[src/hdl/vlg_pkg.sv]
package vlg_pkg;

  // Fixed field widths of the stream beats and the register port
  localparam int COORD_W      = 5;
  localparam int FIELD_COST_W = 12;
  localparam int FIELD_ANC_W  = 24;
  localparam int SIZE_W       = 6;
  localparam int CFG_ADDR_W   = 2;

  localparam logic [SIZE_W-1:0] SIZE_RESET = 6'd32;

  // Input beat: tuser carries the opcode, tdata the rest
  localparam int IN_USER_W = 2;
  localparam int IN_DATA_W = 80;
  localparam int OFF_X     = 0;
  localparam int OFF_Y     = OFF_X + COORD_W;
  localparam int OFF_Z     = OFF_Y + COORD_W;
  localparam int OFF_COST  = OFF_Z + COORD_W;
  localparam int OFF_ANC   = OFF_COST + FIELD_COST_W;
  localparam int OFF_NBR   = OFF_ANC + FIELD_ANC_W;
  localparam int OFF_NEW   = OFF_NBR + FIELD_COST_W;

  // Output beat
  localparam int OUT_DATA_W   = 40;
  localparam int OFF_OUT_COST = 0;
  localparam int OFF_OUT_ANC  = OFF_OUT_COST + FIELD_COST_W;
  localparam int OFF_GREW     = OFF_OUT_ANC + FIELD_ANC_W;
  localparam int OUT_PAD_W    = OUT_DATA_W - OFF_GREW - 1;

  typedef enum logic [1:0] {
    OP_WRITE = 2'd0,
    OP_READ  = 2'd1,
    OP_PASS  = 2'd2
  } op_t;

  typedef enum logic [CFG_ADDR_W-1:0] {
    REG_SIZE_X = 2'd0,
    REG_SIZE_Y = 2'd1,
    REG_SIZE_Z = 2'd2
  } reg_idx_t;

  // Status from the growth sequencer to the top level
  typedef struct packed {
    logic done;
    logic grew;
  } grow_stat_t;

endpackage

[src/hdl/vlg_grow.sv]
module vlg_grow #(
  parameter int AW            = 5,
  parameter int COST_BITS     = 12,
  parameter int ANCESTOR_BITS = 24
) (
  input  logic                               clk,
  input  logic                               rst_n,
  input  logic                               start,
  input  logic [COST_BITS-1:0]               want,
  input  logic [COST_BITS-1:0]               fresh,
  input  logic [AW-1:0]                      last_x,
  input  logic [AW-1:0]                      last_y,
  input  logic [AW-1:0]                      last_z,
  output logic [3*AW-1:0]                    rd_addr,
  input  logic [ANCESTOR_BITS+COST_BITS-1:0] rd_data,
  output logic                               wr_en,
  output logic [3*AW-1:0]                    wr_addr,
  output logic [ANCESTOR_BITS+COST_BITS-1:0] wr_data,
  output vlg_pkg::grow_stat_t                stat
);
  import vlg_pkg::*;

  typedef enum logic [1:0] {G_IDLE, G_CENTER, G_SCAN, G_WRITE} gstate_t;

  // Probe order: center first, then the six neighbours in priority order
  typedef enum logic [2:0] {
    ST_CENTER = 3'd0,
    ST_XP     = 3'd1,
    ST_XM     = 3'd2,
    ST_YP     = 3'd3,
    ST_YM     = 3'd4,
    ST_ZP     = 3'd5,
    ST_ZM     = 3'd6
  } step_t;

  gstate_t                  state_r;
  step_t                    step_r;
  step_t                    rd_step;
  logic [AW-1:0]            px_r, py_r, pz_r;
  logic [AW-1:0]            last_x_r, last_y_r, last_z_r;
  logic [COST_BITS-1:0]     want_r, fresh_r;
  logic [ANCESTOR_BITS-1:0] anc_r;
  logic                     grew_r, done_r;
  logic [AW-1:0]            nx, ny, nz;
  logic [AW-1:0]            adv_x, adv_y, adv_z;
  logic                     adv_done;
  logic                     advance;
  logic [COST_BITS-1:0]     cur_cost;
  logic [ANCESTOR_BITS-1:0] cur_anc;

  assign cur_cost = rd_data[COST_BITS-1:0];
  assign cur_anc  = rd_data[ANCESTOR_BITS+COST_BITS-1:COST_BITS];

  // While scanning, the next probe is fetched speculatively under the current check
  assign rd_step = (state_r == G_SCAN) ? step_t'(step_r + 3'd1) : ST_CENTER;

  always_comb begin
    nx = px_r;
    ny = py_r;
    nz = pz_r;
    case (rd_step)
      ST_XP:   nx = px_r + AW'(1);
      ST_XM:   nx = px_r - AW'(1);
      ST_YP:   ny = py_r + AW'(1);
      ST_YM:   ny = py_r - AW'(1);
      ST_ZP:   nz = pz_r + AW'(1);
      ST_ZM:   nz = pz_r - AW'(1);
      default: ;
    endcase
  end

  assign rd_addr = {nx, ny, nz};

  // Raster step over the interior, z fastest
  always_comb begin
    adv_x    = px_r;
    adv_y    = py_r;
    adv_z    = pz_r + AW'(1);
    adv_done = 1'b0;
    if (pz_r == last_z_r) begin
      adv_z = AW'(1);
      adv_y = py_r + AW'(1);
      if (py_r == last_y_r) begin
        adv_y = AW'(1);
        adv_x = px_r + AW'(1);
        if (px_r == last_x_r) begin
          adv_done = 1'b1;
        end
      end
    end
  end

  // The current voxel is finished this cycle
  assign advance = (state_r == G_WRITE) ||
                   ((state_r == G_SCAN) && (step_r == ST_CENTER) && (cur_cost != '0)) ||
                   ((state_r == G_SCAN) && (step_r == ST_ZM) && (cur_cost != want_r));

  always_ff @(posedge clk) begin
    if (!rst_n) begin
      state_r <= G_IDLE;
      step_r  <= ST_CENTER;
      grew_r  <= 1'b0;
      done_r  <= 1'b0;
    end else begin
      done_r <= advance && adv_done;
      case (state_r)
        G_IDLE: begin
          if (start) begin
            px_r     <= AW'(1);
            py_r     <= AW'(1);
            pz_r     <= AW'(1);
            last_x_r <= last_x;
            last_y_r <= last_y;
            last_z_r <= last_z;
            want_r   <= want;
            fresh_r  <= fresh;
            grew_r   <= 1'b0;
            state_r  <= G_CENTER;
          end
        end
        G_CENTER: begin
          step_r  <= ST_CENTER;
          state_r <= G_SCAN;
        end
        G_SCAN: begin
          if (step_r == ST_CENTER) begin
            if (cur_cost != '0) begin
              px_r    <= adv_x;
              py_r    <= adv_y;
              pz_r    <= adv_z;
              state_r <= adv_done ? G_IDLE : G_CENTER;
            end else begin
              step_r <= ST_XP;
            end
          end else if (cur_cost == want_r) begin
            anc_r   <= cur_anc;
            state_r <= G_WRITE;
          end else if (step_r == ST_ZM) begin
            px_r    <= adv_x;
            py_r    <= adv_y;
            pz_r    <= adv_z;
            state_r <= adv_done ? G_IDLE : G_CENTER;
          end else begin
            step_r <= step_t'(step_r + 3'd1);
          end
        end
        G_WRITE: begin
          grew_r  <= 1'b1;
          px_r    <= adv_x;
          py_r    <= adv_y;
          pz_r    <= adv_z;
          state_r <= adv_done ? G_IDLE : G_CENTER;
        end
        default: state_r <= G_IDLE;
      endcase
    end
  end

  assign wr_en   = (state_r == G_WRITE);
  assign wr_addr = {px_r, py_r, pz_r};
  assign wr_data = {anc_r, fresh_r};

  assign stat.done = done_r;
  assign stat.grew = grew_r;

endmodule

[config.mk]
export PLATFORM = sky130hd
export DESIGN_NAME = vlg_grow
export DESIGN_NICKNAME = d
export VERILOG_FILES = /design/src/hdl/vlg_pkg.sv /design/src/hdl/vlg_grow.sv
export SDC_FILE = /design/constraint.sdc
export NUM_CORES = 1
export LEC_CHECK = 0
export BUFFER_PORTS_ARGS = -buffer_cell sky130_fd_sc_hd__buf_2
export CAP_MARGIN = 10
export CORE_MARGIN = 2
export CORE_UTILIZATION = 49
export CTS_BUF_LIST = sky130_fd_sc_hd__clkbuf_8
export CTS_CLUSTER_DIAMETER = 100
export CTS_CLUSTER_SIZE = 16
export DETAILED_ROUTE_END_ITERATION = 10
export PLACE_DENSITY_LB_ADDON = 0.15
export SETUP_SLACK_MARGIN = 0.4
export SLEW_MARGIN = 20
export SYNTH_ARGS = -nofsm -noshare
export SYNTH_HDL_FRONTEND = slang
export SYNTH_SLANG_ARGS = --single-unit
[constraint.sdc]
create_clock -name clk -period 3.6 [get_ports clk]
set_input_delay 0.18 -clock clk [delete_from_list [all_inputs] [get_ports clk]]
set_output_delay 0.18 -clock clk [all_outputs]
set_load 0.1 [all_outputs]
---- Word level (Yosys, flattened, before mapping) ----
Cells that the tools add are included.
storage, ports and cells
  output and inout bits ................... 69
  bits in registers ....................... 85
  bits of input ports ..................... 78
  logic and storage cells ................. 104
cells by class
  reductions and logical operators ........ 19
  bitwise operators ....................... 1
  muxes and demuxes ....................... 42
  add/sub/neg operators ................... 7
  equality and inequality tests ........... 22
operator list
  operator                                                                 count
  5-bit two-way mux                                                        18
  5-bit case mux with 3 select lines                                       3
  5-bit case mux with 2 select lines                                       3
  5-bit by 1-bit adder with 5-bit output, second input constant            3
  5-bit == test                                                            3
  3-bit two-way mux                                                        5
  5-bit by 1-bit subtractor with 5-bit output, second input constant       3
  12-bit == test                                                           1
  3-bit == test, second input constant                                     4
  12-bit inequality test                                                   1
  12-bit nonzero test                                                      1
  2-bit two-way mux                                                        5
  3-bit inequality test, second input constant                             3
  2-bit case mux with 4 select lines                                       1
  4-bit AND reduction                                                      2
  3-bit by 2-bit == test with 1-bit output, second input constant          2
  3-bit case mux with 2 select lines                                       1
  3-bit AND reduction                                                      2
  6-bit AND reduction                                                      1
  1-bit logical AND                                                        5
  1-bit two-way mux                                                        5
  2-bit == test, second input constant                                     2
  4-bit by 1-bit inequality test with 1-bit output, second input constant  1
  2-bit nonzero test                                                       2
  other kinds (13)                                                         14

---- Longest topological paths before layout ----
  depth after elaboration ................. 9
  mapped depth ............................ 8
  mapped depth without buffers ............ 7

---- Worst setup path before layout ----
No wires, ideal clock.
  kind .................................... reg2out
  from .................................... register pz_r[0]
  to ...................................... output port rd_addr[1]
  path slack .............................. -0.262 ns
  arrival time ............................ 3.682 ns
  required time ........................... 3.420 ns
  cell stages (with the launch flop) ...... 4
  buffers on the path ..................... 0
  path through ............................ edfxtp_1 > inv_1 > ha_1 > o21ai_0
on the way
  word-level cells in the longest chain between the ends .. 2
  elaborated cells on any way between the ends .. 3
  those cells by class .................... 2 x add/sub; 1 x mux
ends and longest elaborated chain
  item                                                                                                   RTL line                        RTL
  from (decl)                                                                                            vlg_grow.sv:39                  logic [AW-1:0] px_r, py_r, pz_r;
  from (signal assigned)                                                                                 vlg_grow.sv:130                 pz_r <= adv_z;
  from (signal assigned)                                                                                 vlg_grow.sv:141                 pz_r <= adv_z;
  from (signal assigned)                                                                                 vlg_grow.sv:151                 pz_r <= adv_z;
  5-bit by 1-bit subtractor with 5-bit output or 5-bit by 1-bit adder with 5-bit output (tied branches)  vlg_grow.sv:67, vlg_grow.sv:66
  5-bit case mux with 2 select lines (*)                                                                 vlg_grow.sv:61                  case (rd_step)
  to (decl)                                                                                              vlg_grow.sv:14                  output logic [3*AW-1:0] rd_addr,
Mark *: on every way between the ends. The rest lies on a longest branch, timed or not.

---- Worst setup path in the final report ----
  from .................................... register step_r[0]
  to ...................................... output port rd_addr[13]
on the way
  word-level cells in the longest chain between the ends .. 4
  elaborated cells on any way between the ends .. 5
  those cells by class .................... 1 x add/sub; 2 x eq/ne; 2 x mux
ends and longest elaborated chain
  item                                                                                                  RTL line         RTL
  from (decl)                                                                                           vlg_grow.sv:37   step_t step_r;
  from (signal assigned)                                                                                vlg_grow.sv:144  step_r <= step_t'(step_r + 3'd1);
  3-bit by 1-bit adder with 3-bit output (*)                                                            vlg_grow.sv:55   assign rd_step = (state_r == G_SCAN) ? step_t'(step_r + 3'd1) : ST_CENTER;
  3-bit two-way mux (*)                                                                                 vlg_grow.sv:55
  3-bit by 2-bit == test with 1-bit output or 3-bit by 1-bit == test with 1-bit output (tied branches)  vlg_grow.sv:61
  5-bit case mux with 2 select lines (*)                                                                vlg_grow.sv:61
Marks and branches as above.

==> flow_summary.toml <==
[run_status]
outcome = "completed"

[clock_network]
clock-root-buffer = "clkbuf_8"
cts_tree = "yes"
numCtsBuffers = 9
clockBufferDepth = 2
cts.sinks = 85
clk_latency_ns = 0.36
clk_pin_slew_ns = 0.09
htreeDepth = 3
cts_setup_buffers = 0

[sta]
fmax_mhz = 332
fin_tns_setup_ns = 0
fin_crit_sh_pct = 83.6
finalHoldViolations = 0
final-setup-viol-count = 0
fin_worst_skew_ns = 0.0136
worst_slew_pin_slew_ns = 0.578
period_needed_ns = 3.01
slew_headroom_pct = 61.1
drv_slew = 0
worst_hold_slack_ns = 0.119
rsz0062_at_grt = "no"

[detailed_routing]
dr_total_vias = 3228
first_pass_iters = 4
routed_wl_mm = 9.28
detail-route-antenna-nets = 0
drc = 0
drt-vias-per-instance = 5.08
drt_iter0_drc = 100
post_drt_wl_per_cell_um = 14.6

[die]
core_area_um2 = 8090
chipHeight_um = 94.6
die_width_um = 94.6
initial_core_util_pct = 49.7
rows = 33
die-area_um2 = 8950
io_pins = 147

[placement]
dp_hpwl_mm = 6.28
io_buffers = 146
gp_congestion = 0.872

[global_routing]
grt_pass1_vias = 3217
antenna_found_initial = 0
grt-ovfl-total = 0
grt_max_degree = 40
grt_pass1_wl_mm = 14.9
grt_usage_pct = 21.7

[worst_hold_path]
hold_path_class = "primary input to flip-flop"
hold_end = "done_r"
hold_depth = 2
hp-start = "rst_n"

[logic_synthesis]
synth-edff-count = 78
seq_area_frac_synth_pct = 61.7
syn-num-nets = 408
netlist_instances = 317
yosysWarnings = 0
netlist_area_um2 = 4020
synth.distinct_cells = 49
async_reset_ff_share_pct = 0
synth_flop_cell = "edfxtp_1"
avgSynthCellArea_um2 = 12.7
synth_seq_cells = 85

[critical_path]
worstRegToRegCells = 7
required_ns = 3.42
arrival_ns = 2.83
start_kind = "flip-flop"
reg2reg_setup_slack_ns = 1.29
cp_max_fo = 6
worstSetupPathType = "flip-flop to output pin"
end_kind = "output pin"
rr_endpoint = "pz_r[1]"
reg2reg_from = "state_r[0]"

[power_and_ir_drop]
ir_worst_vdd_mv = 0.354
p_total_uw = 2970
power_density_nw_per_um2 = 512
leakage_uw = 0.00236

[final_layout]
antennaDiodeCount = 0
area_growth_pct = 44.1
drive_above_1_share_pct = 34.1
nets = 617

[flow_run]
drv_cap = 0
[repair_timing]
action	in CTS	in global routing
hold endpoints to repair	63	0
hold buffers	63	0
resized for setup	0	1
setup endpoints to repair	0	1
[through the flow]
stage | cell area (um2) | utilization [%] | instances | worst slack, ns
after CTS | 5770 | 71.3 | 635 | 0.488
after floorplan | 4090 | - | 317 | 0.375
after global routing | 5800 | 71.6 | 636 | 0.417
final | 5800 | 71.6 | 636 | 0.589
after detailed placement | 4910 | 60.7 | 556 | 0.890
after global placement | 4910 | 60.7 | 556 | 0.982
[logic make-up after synthesis]
family	after synthesis	synth area share, %
and+or+nand+nor	97	13.0
xor gates and xnor gates	45	9.99
buffers and inverters	28	3.08
adders and majority gates	13	4.04
muxes	2	0.498
DFF	85	61.7
AOI/OAI and AO/OA	47	7.62
[registers in the layout (all words and copies together), names as in the netlist]
name	count
anc_r	24
done_r	1
fresh_r	12
grew_r	1
last_x_r	5
last_y_r	5
last_z_r	5
px_r	5
py_r	5
pz_r	5
state_r	2
step_r	3
want_r	12
[synth_stat cells, types with 2 or more instances]
cell	n	area (um2)
a21oi_1	11	55.1
o21ai_0	10	50.1
buf_4	3	22.5
nor3_1	7	35.0
a31oi_1	3	18.8
or3_1	2	12.5
clkbuf_1	4	15.0
nand3_1	14	70.1
nand2_1	17	63.8
or4_1	6	45.0
inv_1	14	52.6
nor4_1	7	43.8
o32ai_1	2	17.5
xor2_1	20	175
buf_2	6	30.0
o22ai_1	4	25.0
or2_1	2	12.5
mux2i_1	2	20.0
o31ai_1	5	37.5
dfxtp_1	7	140
nand2b_1	4	25.0
ha_1	13	163
nand4_1	7	43.8
nor2_1	19	71.3
and3_1	2	12.5
and2_1	3	18.8
xnor2_1	24	210
edfxtp_1	78	2340
[cell type report]
| cell class | count | area [um2] |
|---|---|---|
| clock buffers | 9 | 124 |
| clock inverters | 7 | 105 |
| fillers | 604 | 2300 |
| inverters | 14 | 52.6 |
| multi-input cells | 204 | 1500 |
| flip-flops and latches | 85 | 2480 |
| well taps | 105 | 131 |
| repair buffers | 212 | 1400 |
[worst max-delay path, cell delays in order, from the launching register on]
cell and delay, ns:
dfxtp_1 0.46, inv_1 0.13, ha_1 0.40, nand3_1 0.16, or2_1 0.27, or4_1 0.39
o21ai_0 0.17, xor2_2 0.15, clkbuf_4 0.34
[layout by cell type (no fill, tap or decap), drive strengths merged, types with 5 or more instances in the layout]
cell type / netlist / final
buf: 10 / 148
edfxtp: 78 / 78
dlygate4sd3: 0 / 63
xnor2: 24 / 24
xor2: 21 / 21
nor2: 19 / 19
inv: 14 / 18
nand2: 17 / 17
nand3: 14 / 14
ha: 13 / 13
a21oi: 11 / 11
o21ai: 11 / 11
clkbuf: 4 / 10
nand4: 7 / 7
nor4: 7 / 7
dfxtp: 7 / 7
nor3: 7 / 7
or4: 6 / 6
o31ai: 5 / 5
[how the worst max path moves through the flow]
| stage | from | endpoint | slack [ns] | cells after the start |
|---|---|---|---|---|
| floorplan | pz_r[0] | rd_addr[2] | 0.37 | 3 |
| global placement | step_r[0] | rd_addr[13] | 0.98 | 8 |
| detailed placement | step_r[0] | rd_addr[13] | 0.89 | 8 |
| CTS | step_r[0] | rd_addr[13] | 0.49 | 8 |
| global route | step_r[0] | rd_addr[4] | 0.42 | 8 |
| finish | step_r[0] | rd_addr[13] | 0.59 | 8 |
[metal layers]
layer / GRT usage (%) / vias to the layer above / wire length, um
met2: 38.3 / 95 / 4750
met3: 5.35 / 9 / 567
li1: - / 1589 / -
met5: 0 / - / 0
met4: 7.73 / 0 / 125
met1: 25.7 / 1535 / 3840
[power breakdown]
group	internal (uW)	switching, uW
Combinational	251	701
Clock	404	368
Sequential	1170	77.3
(Power assumes the default switching activity.)
